## config.mk

```make
export PLATFORM = sky130hd
export DESIGN_NAME = text_console_cursor_engine
export DESIGN_NICKNAME = d
export VERILOG_FILES = /design/src/hdl/tcc_pkg.sv /design/src/hdl/tcc_front.sv /design/src/hdl/tcc_queue.sv /design/src/hdl/tcc_back.sv /design/src/hdl/text_console_cursor_engine.sv
export SDC_FILE = /design/constraint.sdc
export NUM_CORES = 1
export LEC_CHECK = 0
export BUFFER_PORTS_ARGS = -buffer_cell sky130_fd_sc_hd__buf_2
export CORE_MARGIN = 5
export CORE_UTILIZATION = 40
export DETAILED_ROUTE_END_ITERATION = 7
export SYNTH_ARGS = -nofsm -noshare
export SYNTH_HDL_FRONTEND = slang
export SYNTH_SLANG_ARGS = --single-unit
```

## constraint.sdc

```tcl
create_clock -name clk -period 12.4 [get_ports clk]
set_input_delay 1.24 -clock clk [delete_from_list [all_inputs] [get_ports clk]]
set_output_delay 1.24 -clock clk [all_outputs]
set_load 0.005 [all_outputs]
```

## src/hdl/tcc_pkg.sv

```systemverilog
// shared types and constants for the text console cursor engine
// holds the item structs, command records, config bundle and code names
// no dependencies
package tcc_pkg;

  // geometry limits
  localparam logic [7:0] MAX_COLUMNS = 8'd255;
  localparam logic [6:0] MAX_ROWS    = 7'd127;

  // command queue between front and back
  localparam int QDEPTH = 4;
  localparam int QPTR_W = $clog2(QDEPTH);
  localparam int QCNT_W = $clog2(QDEPTH + 1);

  // register byte address width and register indexes
  localparam int CFG_AW = 5;
  localparam logic [2:0] REG_COLUMNS   = 3'd0;
  localparam logic [2:0] REG_ROWS      = 3'd1;
  localparam logic [2:0] REG_TAB_SHIFT = 3'd2;
  localparam logic [2:0] REG_FORE      = 3'd3;
  localparam logic [2:0] REG_BACK      = 3'd4;
  localparam logic [2:0] REG_OUT_EN    = 3'd5;

  // reset values of the registers
  localparam logic [7:0]  RST_COLUMNS   = 8'd80;
  localparam logic [6:0]  RST_ROWS      = 7'd25;
  localparam logic [2:0]  RST_TAB_SHIFT = 3'd2;
  localparam logic [31:0] RST_FORE      = 32'hFFFF_FFFF;
  localparam logic [31:0] RST_BACK      = 32'h0000_0000;
  localparam logic        RST_OUT_EN    = 1'b1;

  // input action codes
  localparam logic ACT_PUT   = 1'b0;
  localparam logic ACT_CLEAR = 1'b1;

  // character codes
  localparam logic [7:0] CH_BS    = 8'd8;
  localparam logic [7:0] CH_TAB   = 8'd9;
  localparam logic [7:0] CH_LF    = 8'd10;
  localparam logic [7:0] CH_CR    = 8'd13;
  localparam logic [7:0] CH_SPACE = 8'd32;

  // result kinds
  localparam logic [1:0] KIND_DRAW   = 2'd0;
  localparam logic [1:0] KIND_SCROLL = 2'd1;
  localparam logic [1:0] KIND_CLEAR  = 2'd2;

  typedef struct packed {
    logic       action;
    logic [7:0] char_code;
  } in_item_t;

  typedef struct packed {
    logic [1:0]  kind;
    logic [7:0]  cell_col;
    logic [6:0]  cell_row;
    logic [6:0]  glyph;
    logic [31:0] fg_out;
    logic [31:0] bg_out;
    logic        last;
  } out_item_t;

  typedef struct packed {
    logic [7:0]  columns;
    logic [6:0]  rows;
    logic [2:0]  tab_shift;
    logic [31:0] fore_color;
    logic [31:0] back_color;
    logic        output_enable;
  } cfg_t;

  // what one item asks of the back end
  typedef enum logic [1:0] {
    CMD_DRAW,
    CMD_SCROLL,
    CMD_CLEAR,
    CMD_DRAW_SCROLL
  } cmd_op_t;

  typedef struct packed {
    cmd_op_t    op;
    logic [7:0] col;
    logic [6:0] row;
    logic [6:0] glyph;
  } cmd_t;

  typedef enum logic {
    PH_FIRST,
    PH_SECOND
  } phase_t;

endpackage

```

## src/hdl/tcc_front.sv

```systemverilog
// front end: accepts items, keeps the cursor and classifies each item into at most one command
// depends on tcc_pkg
module tcc_front (
  input  logic            clk,
  input  logic            rst_n,
  input  tcc_pkg::cfg_t   cfg,
  input  logic            in_push,
  input  tcc_pkg::in_item_t in_data,
  input  logic            q_full,
  output logic            q_wr,
  output tcc_pkg::cmd_t   q_wdata
);

  logic [7:0] cursor_col_r, cursor_col_nxt;
  logic [6:0] cursor_row_r, cursor_row_nxt;

  logic       accept;
  logic [7:0] cols_eff;
  logic [6:0] rows_eff;
  logic [7:0] row_inc;
  logic       nl_scroll;
  logic [6:0] nl_row;
  logic [8:0] tab_w;
  logic [8:0] tab_sum;
  logic [8:0] tab_col;
  logic [8:0] adv_col;
  logic       emit;
  tcc_pkg::cmd_t cmd;

  assign accept = in_push && !q_full;

  always_comb begin
    if (cfg.columns == 8'd0) begin
      cols_eff = 8'd1;
    end else if (cfg.columns > tcc_pkg::MAX_COLUMNS) begin
      cols_eff = tcc_pkg::MAX_COLUMNS;
    end else begin
      cols_eff = cfg.columns;
    end
    if (cfg.rows == 7'd0) begin
      rows_eff = 7'd1;
    end else if (cfg.rows > tcc_pkg::MAX_ROWS) begin
      rows_eff = tcc_pkg::MAX_ROWS;
    end else begin
      rows_eff = cfg.rows;
    end
  end

  // newline outcome, shared by lf, tab and wrap
  assign row_inc   = {1'b0, cursor_row_r} + 8'd1;
  assign nl_scroll = row_inc >= {1'b0, rows_eff};
  assign nl_row    = nl_scroll ? (rows_eff - 7'd1) : row_inc[6:0];

  // next tab stop: add the stop width and clear the low bits
  assign tab_w   = 9'd1 << cfg.tab_shift;
  assign tab_sum = {1'b0, cursor_col_r} + tab_w;
  assign tab_col = tab_sum & ~(tab_w - 9'd1);
  assign adv_col = {1'b0, cursor_col_r} + 9'd1;

  always_comb begin
    cursor_col_nxt = cursor_col_r;
    cursor_row_nxt = cursor_row_r;
    emit           = 1'b0;
    cmd.op         = tcc_pkg::CMD_DRAW;
    cmd.col        = cursor_col_r;
    cmd.row        = cursor_row_r;
    cmd.glyph      = in_data.char_code[6:0];
    if (accept && cfg.output_enable) begin
      priority if (in_data.action == tcc_pkg::ACT_CLEAR) begin
        cmd.op         = tcc_pkg::CMD_CLEAR;
        emit           = 1'b1;
        cursor_col_nxt = 8'd0;
        cursor_row_nxt = 7'd0;
      end else if (in_data.char_code == tcc_pkg::CH_LF) begin
        cmd.op         = tcc_pkg::CMD_SCROLL;
        emit           = nl_scroll;
        cursor_col_nxt = 8'd0;
        cursor_row_nxt = nl_row;
      end else if (in_data.char_code == tcc_pkg::CH_CR) begin
        cursor_col_nxt = 8'd0;
      end else if (in_data.char_code == tcc_pkg::CH_TAB) begin
        if (tab_col >= {1'b0, cols_eff}) begin
          cmd.op         = tcc_pkg::CMD_SCROLL;
          emit           = nl_scroll;
          cursor_col_nxt = 8'd0;
          cursor_row_nxt = nl_row;
        end else begin
          cursor_col_nxt = tab_col[7:0];
        end
      end else if (in_data.char_code == tcc_pkg::CH_BS) begin
        if (cursor_col_r != 8'd0) begin
          cursor_col_nxt = cursor_col_r - 8'd1;
          cmd.col        = cursor_col_r - 8'd1;
          cmd.glyph      = tcc_pkg::CH_SPACE[6:0];
          emit           = 1'b1;
        end
      end else if (in_data.char_code[7] == 1'b0 && in_data.char_code >= tcc_pkg::CH_SPACE) begin
        emit = 1'b1;
        if (adv_col >= {1'b0, cols_eff}) begin
          cmd.op         = nl_scroll ? tcc_pkg::CMD_DRAW_SCROLL : tcc_pkg::CMD_DRAW;
          cursor_col_nxt = 8'd0;
          cursor_row_nxt = nl_row;
        end else begin
          cursor_col_nxt = adv_col[7:0];
        end
      end
      // other control codes and high bytes fall through with no command
    end
  end

  assign q_wr    = emit;
  assign q_wdata = cmd;

  always_ff @(posedge clk) begin
    if (!rst_n) begin
      cursor_col_r <= 8'd0;
      cursor_row_r <= 7'd0;
    end else begin
      cursor_col_r <= cursor_col_nxt;
      cursor_row_r <= cursor_row_nxt;
    end
  end

endmodule

```

## src/hdl/tcc_queue.sv

```systemverilog
// short command queue between front and back end
// depends on tcc_pkg
module tcc_queue (
  input  logic          clk,
  input  logic          rst_n,
  input  logic          wr,
  input  tcc_pkg::cmd_t wdata,
  input  logic          rd,
  output tcc_pkg::cmd_t head,
  output logic          full,
  output logic          empty
);

  tcc_pkg::cmd_t               mem_r [tcc_pkg::QDEPTH];
  logic [tcc_pkg::QPTR_W-1:0]  wr_ptr_r, wr_ptr_nxt;
  logic [tcc_pkg::QPTR_W-1:0]  rd_ptr_r, rd_ptr_nxt;
  logic [tcc_pkg::QCNT_W-1:0]  count_r, count_nxt;

  assign full  = count_r == tcc_pkg::QCNT_W'(tcc_pkg::QDEPTH);
  assign empty = count_r == '0;
  assign head  = mem_r[rd_ptr_r];

  always_comb begin
    wr_ptr_nxt = wr_ptr_r;
    rd_ptr_nxt = rd_ptr_r;
    count_nxt  = count_r;
    if (wr) begin
      wr_ptr_nxt = (wr_ptr_r == tcc_pkg::QPTR_W'(tcc_pkg::QDEPTH - 1)) ? '0 : wr_ptr_r + 1'b1;
    end
    if (rd) begin
      rd_ptr_nxt = (rd_ptr_r == tcc_pkg::QPTR_W'(tcc_pkg::QDEPTH - 1)) ? '0 : rd_ptr_r + 1'b1;
    end
    if (wr && !rd) begin
      count_nxt = count_r + 1'b1;
    end else if (rd && !wr) begin
      count_nxt = count_r - 1'b1;
    end
  end

  always_ff @(posedge clk) begin
    if (!rst_n) begin
      wr_ptr_r <= '0;
      rd_ptr_r <= '0;
      count_r  <= '0;
    end else begin
      wr_ptr_r <= wr_ptr_nxt;
      rd_ptr_r <= rd_ptr_nxt;
      count_r  <= count_nxt;
    end
  end

  always_ff @(posedge clk) begin
    if (wr) begin
      mem_r[wr_ptr_r] <= wdata;
    end
  end

  a_no_overflow: assert property (@(posedge clk) disable iff (!rst_n) wr |-> !full)
    else $error("command queue written while full");

  a_no_underflow: assert property (@(posedge clk) disable iff (!rst_n) rd |-> !empty)
    else $error("command queue read while empty");

  a_count_bound: assert property (@(posedge clk) disable iff (!rst_n)
    count_r <= tcc_pkg::QCNT_W'(tcc_pkg::QDEPTH))
    else $error("command queue count out of range");

endmodule

```

## src/hdl/tcc_back.sv

```systemverilog
// back end: expands queued commands into result items and holds the output register
// depends on tcc_pkg
module tcc_back (
  input  logic               clk,
  input  logic               rst_n,
  input  tcc_pkg::cfg_t      cfg,
  input  logic               q_empty,
  input  tcc_pkg::cmd_t      q_head,
  output logic               q_rd,
  input  logic               out_pop,
  output logic               out_empty,
  output tcc_pkg::out_item_t out_data
);

  tcc_pkg::phase_t    phase_r, phase_nxt;
  logic               out_valid_r;
  tcc_pkg::out_item_t out_data_r;
  tcc_pkg::out_item_t res;
  logic               load;
  logic               fire;

  assign load = !out_valid_r || out_pop;
  assign fire = load && !q_empty;

  always_comb begin
    phase_nxt = phase_r;
    if (fire) begin
      unique case (phase_r)
        tcc_pkg::PH_FIRST: begin
          if (q_head.op == tcc_pkg::CMD_DRAW_SCROLL) phase_nxt = tcc_pkg::PH_SECOND;
        end
        tcc_pkg::PH_SECOND: begin
          phase_nxt = tcc_pkg::PH_FIRST;
        end
      endcase
    end
  end

  always_comb begin
    res.kind     = tcc_pkg::KIND_DRAW;
    res.cell_col = q_head.col;
    res.cell_row = q_head.row;
    res.glyph    = q_head.glyph;
    res.fg_out   = cfg.fore_color;
    res.bg_out   = cfg.back_color;
    res.last     = 1'b1;
    q_rd         = fire;
    unique case (q_head.op)
      tcc_pkg::CMD_DRAW: begin
      end
      tcc_pkg::CMD_SCROLL, tcc_pkg::CMD_CLEAR: begin
        res.kind     = (q_head.op == tcc_pkg::CMD_CLEAR) ? tcc_pkg::KIND_CLEAR
                                                         : tcc_pkg::KIND_SCROLL;
        res.cell_col = 8'd0;
        res.cell_row = 7'd0;
        res.glyph    = 7'd0;
        res.fg_out   = 32'd0;
      end
      tcc_pkg::CMD_DRAW_SCROLL: begin
        if (phase_r == tcc_pkg::PH_FIRST) begin
          // draw goes out first, the record stays for the scroll
          res.last = 1'b0;
          q_rd     = 1'b0;
        end else begin
          res.kind     = tcc_pkg::KIND_SCROLL;
          res.cell_col = 8'd0;
          res.cell_row = 7'd0;
          res.glyph    = 7'd0;
          res.fg_out   = 32'd0;
        end
      end
    endcase
  end

  always_ff @(posedge clk) begin
    if (!rst_n) begin
      phase_r     <= tcc_pkg::PH_FIRST;
      out_valid_r <= 1'b0;
    end else begin
      phase_r <= phase_nxt;
      if (fire) begin
        out_valid_r <= 1'b1;
      end else if (out_pop) begin
        out_valid_r <= 1'b0;
      end
    end
  end

  always_ff @(posedge clk) begin
    if (fire) begin
      out_data_r <= res;
    end
  end

  assign out_empty = !out_valid_r;
  assign out_data  = out_data_r;

  a_second_phase_has_pair: assert property (@(posedge clk) disable iff (!rst_n)
    phase_r == tcc_pkg::PH_SECOND |-> !q_empty && q_head.op == tcc_pkg::CMD_DRAW_SCROLL)
    else $error("second phase without a pending draw plus scroll");

  a_pair_keeps_order: assert property (@(posedge clk) disable iff (!rst_n)
    fire && !res.last |=> out_valid_r && !out_data_r.last && phase_r == tcc_pkg::PH_SECOND)
    else $error("first half of a pair lost its follow-up");

endmodule

```

## src/hdl/text_console_cursor_engine.sv

```systemverilog
// Text console cursor engine. Takes one item per cycle while in_full is low (a
// character byte or a clear request) and gives draw, scroll and clear commands through
// a queue-style result port. The front end updates the cursor in the cycle an item is
// accepted and pushes at most one command into a four-entry command queue; the back end
// turns each command into result items, one per cycle while the output register can
// load, so a printable byte that wraps past the last row gives two result items. The
// first result of an item passes through the command queue and then the output register.
// Bytes that give no result (carriage return, plain moves, ignored codes) leave the queue
// untouched. in_full rises only when the command queue is full, which happens when
// results are not popped or draw plus scroll pairs come in a long run. Configuration
// goes through an APB-style port at byte addresses 4*i, and must only be written
// while no item is in flight.
module text_console_cursor_engine (
  input  logic                        clk,
  input  logic                        rst_n,
  input  logic                        in_push,
  output logic                        in_full,
  input  tcc_pkg::in_item_t           in_data,
  input  logic                        out_pop,
  output logic                        out_empty,
  output tcc_pkg::out_item_t          out_data,
  input  logic                        cfg_psel,
  input  logic                        cfg_penable,
  input  logic                        cfg_pwrite,
  input  logic [tcc_pkg::CFG_AW-1:0]  cfg_paddr,
  input  logic [31:0]                 cfg_pwdata,
  output logic [31:0]                 cfg_prdata,
  output logic                        cfg_pready
);

  tcc_pkg::cfg_t cfg_r;
  logic          cfg_wr;
  logic [2:0]    reg_idx;

  logic          q_wr;
  logic          q_rd;
  logic          q_full;
  logic          q_empty;
  tcc_pkg::cmd_t q_wdata;
  tcc_pkg::cmd_t q_head;

  assign cfg_pready = 1'b1;
  assign cfg_wr     = cfg_psel && cfg_penable && cfg_pwrite && cfg_pready;
  assign reg_idx    = cfg_paddr[4:2];

  always_ff @(posedge clk) begin
    if (!rst_n) begin
      cfg_r.columns       <= tcc_pkg::RST_COLUMNS;
      cfg_r.rows          <= tcc_pkg::RST_ROWS;
      cfg_r.tab_shift     <= tcc_pkg::RST_TAB_SHIFT;
      cfg_r.fore_color    <= tcc_pkg::RST_FORE;
      cfg_r.back_color    <= tcc_pkg::RST_BACK;
      cfg_r.output_enable <= tcc_pkg::RST_OUT_EN;
    end else if (cfg_wr) begin
      unique case (reg_idx)
        tcc_pkg::REG_COLUMNS:   cfg_r.columns       <= cfg_pwdata[7:0];
        tcc_pkg::REG_ROWS:      cfg_r.rows          <= cfg_pwdata[6:0];
        tcc_pkg::REG_TAB_SHIFT: cfg_r.tab_shift     <= cfg_pwdata[2:0];
        tcc_pkg::REG_FORE:      cfg_r.fore_color    <= cfg_pwdata;
        tcc_pkg::REG_BACK:      cfg_r.back_color    <= cfg_pwdata;
        tcc_pkg::REG_OUT_EN:    cfg_r.output_enable <= cfg_pwdata[0];
        default: begin
        end
      endcase
    end
  end

  always_comb begin
    unique case (reg_idx)
      tcc_pkg::REG_COLUMNS:   cfg_prdata = {24'd0, cfg_r.columns};
      tcc_pkg::REG_ROWS:      cfg_prdata = {25'd0, cfg_r.rows};
      tcc_pkg::REG_TAB_SHIFT: cfg_prdata = {29'd0, cfg_r.tab_shift};
      tcc_pkg::REG_FORE:      cfg_prdata = cfg_r.fore_color;
      tcc_pkg::REG_BACK:      cfg_prdata = cfg_r.back_color;
      tcc_pkg::REG_OUT_EN:    cfg_prdata = {31'd0, cfg_r.output_enable};
      default:                cfg_prdata = 32'd0;
    endcase
  end

  assign in_full = q_full;

  tcc_front u_front (
    .clk     (clk),
    .rst_n   (rst_n),
    .cfg     (cfg_r),
    .in_push (in_push),
    .in_data (in_data),
    .q_full  (q_full),
    .q_wr    (q_wr),
    .q_wdata (q_wdata)
  );

  tcc_queue u_queue (
    .clk   (clk),
    .rst_n (rst_n),
    .wr    (q_wr),
    .wdata (q_wdata),
    .rd    (q_rd),
    .head  (q_head),
    .full  (q_full),
    .empty (q_empty)
  );

  tcc_back u_back (
    .clk       (clk),
    .rst_n     (rst_n),
    .cfg       (cfg_r),
    .q_empty   (q_empty),
    .q_head    (q_head),
    .q_rd      (q_rd),
    .out_pop   (out_pop),
    .out_empty (out_empty),
    .out_data  (out_data)
  );

  a_disabled_no_push: assert property (@(posedge clk) disable iff (!rst_n)
    !cfg_r.output_enable |-> !q_wr)
    else $error("command queued while output disabled");

endmodule

```

---- Word level (Yosys, flattened, before mapping) ----
Memory sizes are Yosys's and may differ from the RTL's. A register that Yosys moved wholly into a read port is not among the register bits.
Cells that the tools add are included.
operators by class
  mux-type cells .......................... 71
  $add $sub $neg .......................... 10
  reduce and logical (&&, ||, !) cells .... 33
  bitwise logic cells ..................... 4
  eq/ne operators ......................... 18
  $lt $le $gt $ge ......................... 6
  divide/modulo/power cells ............... 0
  multipliers ............................. 0
  shift-type cells ........................ 1
operators with widths
  cell                   number
  $pmux W32 S6           1
  $mux W7                18
  $mux W8                15
  $pmux W56 S2           1
  $mux W55               1
  $eq A8 B4 Y1 const B   4
  $mux W2                12
  $mux W10               2
  $ge A9 B8 Y1           2
  $mux W1                18
  $reduce_and A2 Y1      7
  $add A8 B1 Y9 const B  1
  $add A8 B9 Y9          1
  $and A9 B9 Y9          1
  $eq A3 B3 Y1 const B   3
  $not A9 Y9             1
  $shl A1 B3 Y9 const A  1
  $sub A9 B1 Y9 const B  1
  $add A7 B1 Y8 const B  1
  $eq A2 B2 Y1 const B   4
  $ge A8 B6 Y1 const B   1
  $ge A8 B7 Y1           1
  $gt A8 B8 Y1 const B   1
  $logic_and A1 B1 Y1    8
  other kinds (26)       37
storage, ports and cells
  word-level logic and storage cells ...... 164
  input port bits ......................... 53
  flip-flop bits (word level) ............. 196
  memory bits (writable) .................. 96
  memories kept ........................... 1
  bits in latches ......................... 0
  ROM bits ................................ 0
memory list
  memory         depth  bits a word  read ports  clocked after Yosys merged registers in  wr ports  RTL line         text
  u_queue.mem_r  4      24           1           1                                        1         tcc_queue.sv:14  tcc_pkg::cmd_t mem_r [tcc_pkg::QDEPTH];

---- Depth between registers and ports, before layout ----
  depth in word-level cells ............... 15
  depth in mapped cells ................... 22

---- Cells and area by module ----
A second synthesis with hierarchy kept.
second synthesis, totals
  cell total of the unflattened synthesis .. 1147
  area, all modules ....................... 13797.0 sq um
modules (own cells, without submodules)
  module                      instances  cells each  area each (sq um)
  tcc_queue                   1          170         3961.3
  text_console_cursor_engine  1          430         3865.0
  tcc_back                    1          164         3249.4
  tcc_front                   1          383         2721.4

---- Worst setup path before layout ----
No wires, ideal clock.
  path kind ............................... input to register
  from .................................... in out_pop
  to ...................................... reg u_queue.count_r[2] (netlist bit)
  cell stages on the path ................. 10
  path buffers ............................ 0
  arrival ................................. 9.647 ns
  slack ................................... 2.677 ns
  cells stage by stage .................... nand2b_1 a21boi_0 and2_1 inv_1 ha_1 inv_1 fa_1 xor2_1 or3_1 a21boi_0
on the way
  cells in the longest elaborated chain, start to end .. 7
  elaborated cells on any way between the ends .. 9
ends and longest elaborated chain
  element                                               RTL line                          text
  start, declared                                       text_console_cursor_engine.sv:19  input logic out_pop,
  $logic_or A1 B1 Y1 (*)                                tcc_back.sv:22                    assign load = !out_valid_r || out_pop;
  $logic_and A1 B1 Y1 (*)                               tcc_back.sv:23                    assign fire = load && !q_empty;
  net u_back.fire                                       tcc_back.sv:20                    logic fire;
  $mux W1                                               tcc_back.sv:60                    if (phase_r == tcc_pkg::PH_FIRST) begin
  $mux W1 (*)                                           tcc_back.sv:48                    unique case (q_head.op)
  $logic_not A1 Y1                                      tcc_queue.sv:33                   if (wr && !rd) begin
  $logic_and A1 B1 Y1                                   tcc_queue.sv:33
  $mux W3 / $reduce_bool A2 Y1 (equally long branches)  --
  end signal, assigned                                  tcc_queue.sv:48                   count_r <= count_nxt;
  end, declared                                         tcc_queue.sv:17                   logic [tcc_pkg::QCNT_W-1:0] count_r, count_nxt;
Mark *: on every way through the listed nets, which the timed path passes. The rest lies on a longest branch.
A chain may end at the register's enable or synchronous reset.

---- Worst setup path after layout ----
  from .................................... reg cfg_r[65] (netlist bit)
  to ...................................... reg u_queue.count_r[2] (netlist bit)
on the way
  cells in the longest elaborated chain, start to end .. 14
  elaborated cells on any way between the ends .. 17
ends and longest elaborated chain
  element                       RTL line                          text
  start, declared               text_console_cursor_engine.sv:31  tcc_pkg::cfg_t cfg_r;
  $shl A1 B3 Y9 (*)             tcc_front.sv:55                   assign tab_w = 9'd1 << cfg.tab_shift;
  $sub A9 B1 Y9                 tcc_front.sv:57                   assign tab_col = tab_sum & ~(tab_w - 9'd1);
  $not A9 Y9                    tcc_front.sv:57
  $and A9 B9 Y9 (*)             tcc_front.sv:57
  $ge A9 B8 Y1 (*)              tcc_front.sv:82                   if (tab_col >= {1'b0, cols_eff}) begin
  $mux W1 (*)                   tcc_front.sv:82
  $mux W1 (*)                   tcc_front.sv:81                   end else if (in_data.char_code == tcc_pkg::CH_TAB) begin
  $mux W1 (*)                   tcc_front.sv:79                   end else if (in_data.char_code == tcc_pkg::CH_CR) begin
  $mux W1 (*)                   tcc_front.sv:74                   end else if (in_data.char_code == tcc_pkg::CH_LF) begin
  $mux W1 (*)                   tcc_front.sv:69                   priority if (in_data.action == tcc_pkg::ACT_CLEAR) begin
  $mux W1 (*)                   tcc_front.sv:68                   if (accept && cfg.output_enable) begin
  net q_wr                      text_console_cursor_engine.sv:35  logic q_wr;
  $logic_not A1 Y1              tcc_queue.sv:35                   end else if (rd && !wr) begin
  $logic_and A1 B1 Y1           tcc_queue.sv:35
  $reduce_bool A2 Y1 (no line)  --
Marks and branches as above.

==> results_dict.tcl <==
set metrics [dict create \
    port_buffers 173 \
    slowest_stage "dfxtp_1" \
    rows 66 \
    dominantRegCellSynth "edfxtp_1" \
    required_ns 12.89 \
    antenna_left 0 \
    synth_enable_flop_cells 185 \
    cts_sinks 294 \
    die_h_um 192 \
    cts_setup_buffers 0 \
    cts.root.buffer_cell "clkbuf_16" \
    dp_hpwl_um 21600 \
    cp-start-kind "flop" \
    fmaxAchievable_mhz 174 \
    worst_pin_slew_ns 1.16 \
    hp-class "flop to flop" \
    holdPathEnd "u_back.out_data[6]$_DFFE_PP_" \
    relSlewSlack_pct 20.9 \
    combPwrFrac_pct 22.6 \
    crit_family "simple AND/OR/NAND/NOR gates" \
    hold_buffers 0 \
    synth_seq_cells 294 \
    cp_data_arrival_time_ns 6.23 \
    final.period_utilization_pct 46.3 \
    skew_ns 0.0229 \
    cpPeakStageDelay_ns 0.62 \
    hold_viol 0 \
    syn_area_um2 13200 \
    dr.pass1.iters 5 \
    max-vdd-ir-drop_uv 144 \
    clk_pin_slew_ns 0.06 \
    setup_viol 0 \
    grt_pass1_vias 9072 \
    path_cells "nor3b_1 > ha_1 > nor4bb_1 > a221o_1 > nand4_1 > a21boi_0 > nor2_1 > xnor2_1 > ha_1 > nand3_1 > or3_1 > o221ai_1 > nor3b_1 > or3_4 > a21oi_1 > ha_1 > inv_1 > fa_1 > xor2_1 > or3_1 > a21boi_0" \
    ys_warn_count 0 \
    fin_total_pwr_uw 2890 \
    numCtsBuffers 30 \
    syn_nets 1244 \
    die_area_um2 36800 \
    htreeDepth 1 \
    critPathMaxFanout 14 \
    io_pins 177 \
    die_x_um 192 \
    place_congestion 0.827 \
    p_sw_share_pct 27.8 \
    path_class "flop to flop" \
    wirelength_um 31700 \
    ctsResizeCount 0 \
    grt_pass1_wl_um 49700 \
    slew_viol_final 0 \
    reg2reg_setup_slack_ns 6.66 \
    synthDistinctLibCells 70 \
    p_sw_uw 804 \
    end_kind "flop" \
    holdPathStages 0 \
    drv_cap 0 \
    cts_tree "built" \
    route.detailed.drc 0 \
    cts_buffer_depth 3 \
    timing.rr.start "cfg_r[65]$_SDFFE_PN0P_" \
    async_flop_share_pct 0 \
    r2r_cells 21 \
    cp.buffers_inverters 1 \
    status "finished clean" \
    rsz0062_at_grt "false" \
    fin_tns_setup_ns 0 \
    grt_max_degree 75 \
    drtIter0Drc 599 \
    vias_per_cell 5.16 \
    p_int_uw 2090 \
    reg2reg_to "u_queue.count_r[2]$_SDFFE_PN0P_" \
    vias 9122 \
    floorplan.initialDensity_pct 40.5 \
    p_leak_uw 0.00609 \
    grt_overflow 0 \
    cp_common_cell "ha_1" \
    yosysSeqAreaShare_pct 58.5 \
    powerDensity_nw_per_um2 187 \
    power_frac_seq_pct 47.2 \
    period_needed_ns 5.74 \
    synthCells 1150 \
    wl_per_cell_um 17.9 \
    hold_start "cfg_r[6]$_SDFFE_PN0P_" \
    final_nets 1395 \
    syn_area_per_cell_um2 11.5 \
    clkPwrFrac_pct 30.2 \
    worstSkewPairLatency_ns 0.56 \
    grt_usage_pct 16.8 \
    areaGrowthSynthToFinish_pct 17.1 \
    antenna_found_initial 1 \
    core-area_um2 32600 \
    layout-drive-gt1-share_pct 21.4 \
]
==> cells in the final DEF (no fill, tap or decap), types with 9 or more instances in the layout <==
| cell | Yosys | layout |
|---|---|---|
| a22o_1 | 24 | 24 |
| inv_1 | 25 | 25 |
| nand2b_1 | 10 | 10 |
| nor3_1 | 14 | 13 |
| ha_1 | 39 | 39 |
| nand2_1 | 183 | 183 |
| o21ai_0 | 33 | 33 |
| nor2_1 | 61 | 59 |
| xnor2_1 | 18 | 18 |
| buf_4 | 1 | 17 |
| a21oi_1 | 26 | 26 |
| nor3b_1 | 9 | 9 |
| and2_1 | 70 | 70 |
| clkbuf_16 | 0 | 30 |
| nand3_1 | 54 | 54 |
| buf_2 | 1 | 173 |
| mux4_2 | 24 | 24 |
| mux2i_1 | 31 | 31 |
| nor2b_1 | 10 | 9 |
| a21boi_0 | 34 | 33 |
| a31oi_1 | 11 | 11 |
| edfxtp_1 | 185 | 185 |
| dfxtp_1 | 109 | 109 |
==> sequential cells by signal (all words and copies together) (netlist names), named ones only <==
register and flops:
u_front.cursor_col_r 8, u_queue.mem_r 96, u_queue.wr_ptr_r 2, u_back.out_valid_r 1
u_queue.rd_ptr_r 2, cfg_r 83, u_queue.count_r 3, u_front.cursor_row_r 7
u_back.out_data 89, u_back.phase_r 1
==> Yosys cell counts (25+ instances only) <==
cell      count  area (um^2)
a21boi_0     34          255
o21ai_0      33          165
clkbuf_1     67          251
nand2_1     183          687
and2_1       70          438
edfxtp_1    185         5560
nor2_1       61          229
ha_1         39          488
inv_1        25         93.8
a21oi_1      26          130
mux2i_1      31          310
nand3_1      54          270
dfxtp_1     109         2180
==> kinds of logic (layout without fill, tap and decap cells) <==
kind of cell,Yosys count,in the layout,synth area share [%]
AND/OR/NAND/NOR,448,448,16.4
flip-flops,294,294,58.5
AO/OA/AOI/OAI,184,184,9.72
buffers and inverters,97,272,2.79
multiplexers,61,61,6.95
adder cells (fa/ha/maj),41,41,3.99
XOR/XNOR,24,24,1.59
other,1,2,0.0284
==> final cells by class <==
cell class | count | area (um^2)
multi-input combinational | 759 | 5140
tap | 442 | 553
clock inverter | 18 | 159
sequential | 294 | 7740
antenna | 1 | 2.50
timing repair buffer | 190 | 993
clock buffer | 38 | 801
inverter | 26 | 97.6
fill | 2986 | 17100
==> metal layers <==
layer  routed length (um)  vias to the layer above  track usage (%)
met4                  647                        0             4.28
met2                15500                      193             28.5
met5                    0                        -                0
met1                14100                     4429             22.7
met3                 1410                       43             2.49
li1                     -                     4457                -
==> power groups by stage <==
stage	Sequential [uW]	Clock [uW]	Combinational (uW)
global placement	1380	0	668
detailed placement	1390	0	672
global route	1380	935	729
CTS	1370	893	674
floorplan	1450	0	350
finish	1370	874	655
==> through the flow <==
| step | area (um^2) | setup WS, ns | std cells | hold WS [ns] | utilization (%) |
|---|---|---|---|---|---|
| 6_report | 15500 | 6.66 | 1768 | 0.453 | 47.5 |
| 5_1_grt | 15500 | 6.13 | 1768 | 0.472 | 47.5 |
| 4_1_cts | 15500 | 6.66 | 1767 | 0.452 | 47.5 |
| 3_5_place_dp | 14500 | 6.70 | 1711 | 0.436 | 44.5 |
| 3_3_place_gp | 14500 | 6.78 | 1711 | 0.440 | 44.5 |
| 2_1_floorplan | 13200 | 2.68 | 1150 | 0.426 | - |
==> how the worst max path moves through the flow <==
stage,startpoint,endpoint,slack [ns],depth (start not counted)
global route,cfg_r[65]$_SDFFE_PN0P_,u_queue.count_r[2]$_SDFFE_PN0P_,6.13,21
global placement,cfg_r[65]$_SDFFE_PN0P_,u_queue.count_r[2]$_SDFFE_PN0P_,6.78,21
finish,cfg_r[65]$_SDFFE_PN0P_,u_queue.count_r[2]$_SDFFE_PN0P_,6.66,21
floorplan,out_pop,u_queue.count_r[2]$_SDFFE_PN0P_,2.68,10
detailed placement,cfg_r[65]$_SDFFE_PN0P_,u_queue.count_r[2]$_SDFFE_PN0P_,6.70,21
CTS,cfg_r[65]$_SDFFE_PN0P_,u_queue.count_r[2]$_SDFFE_PN0P_,6.66,21
Note: power is estimated with default switching activity, not from simulation.
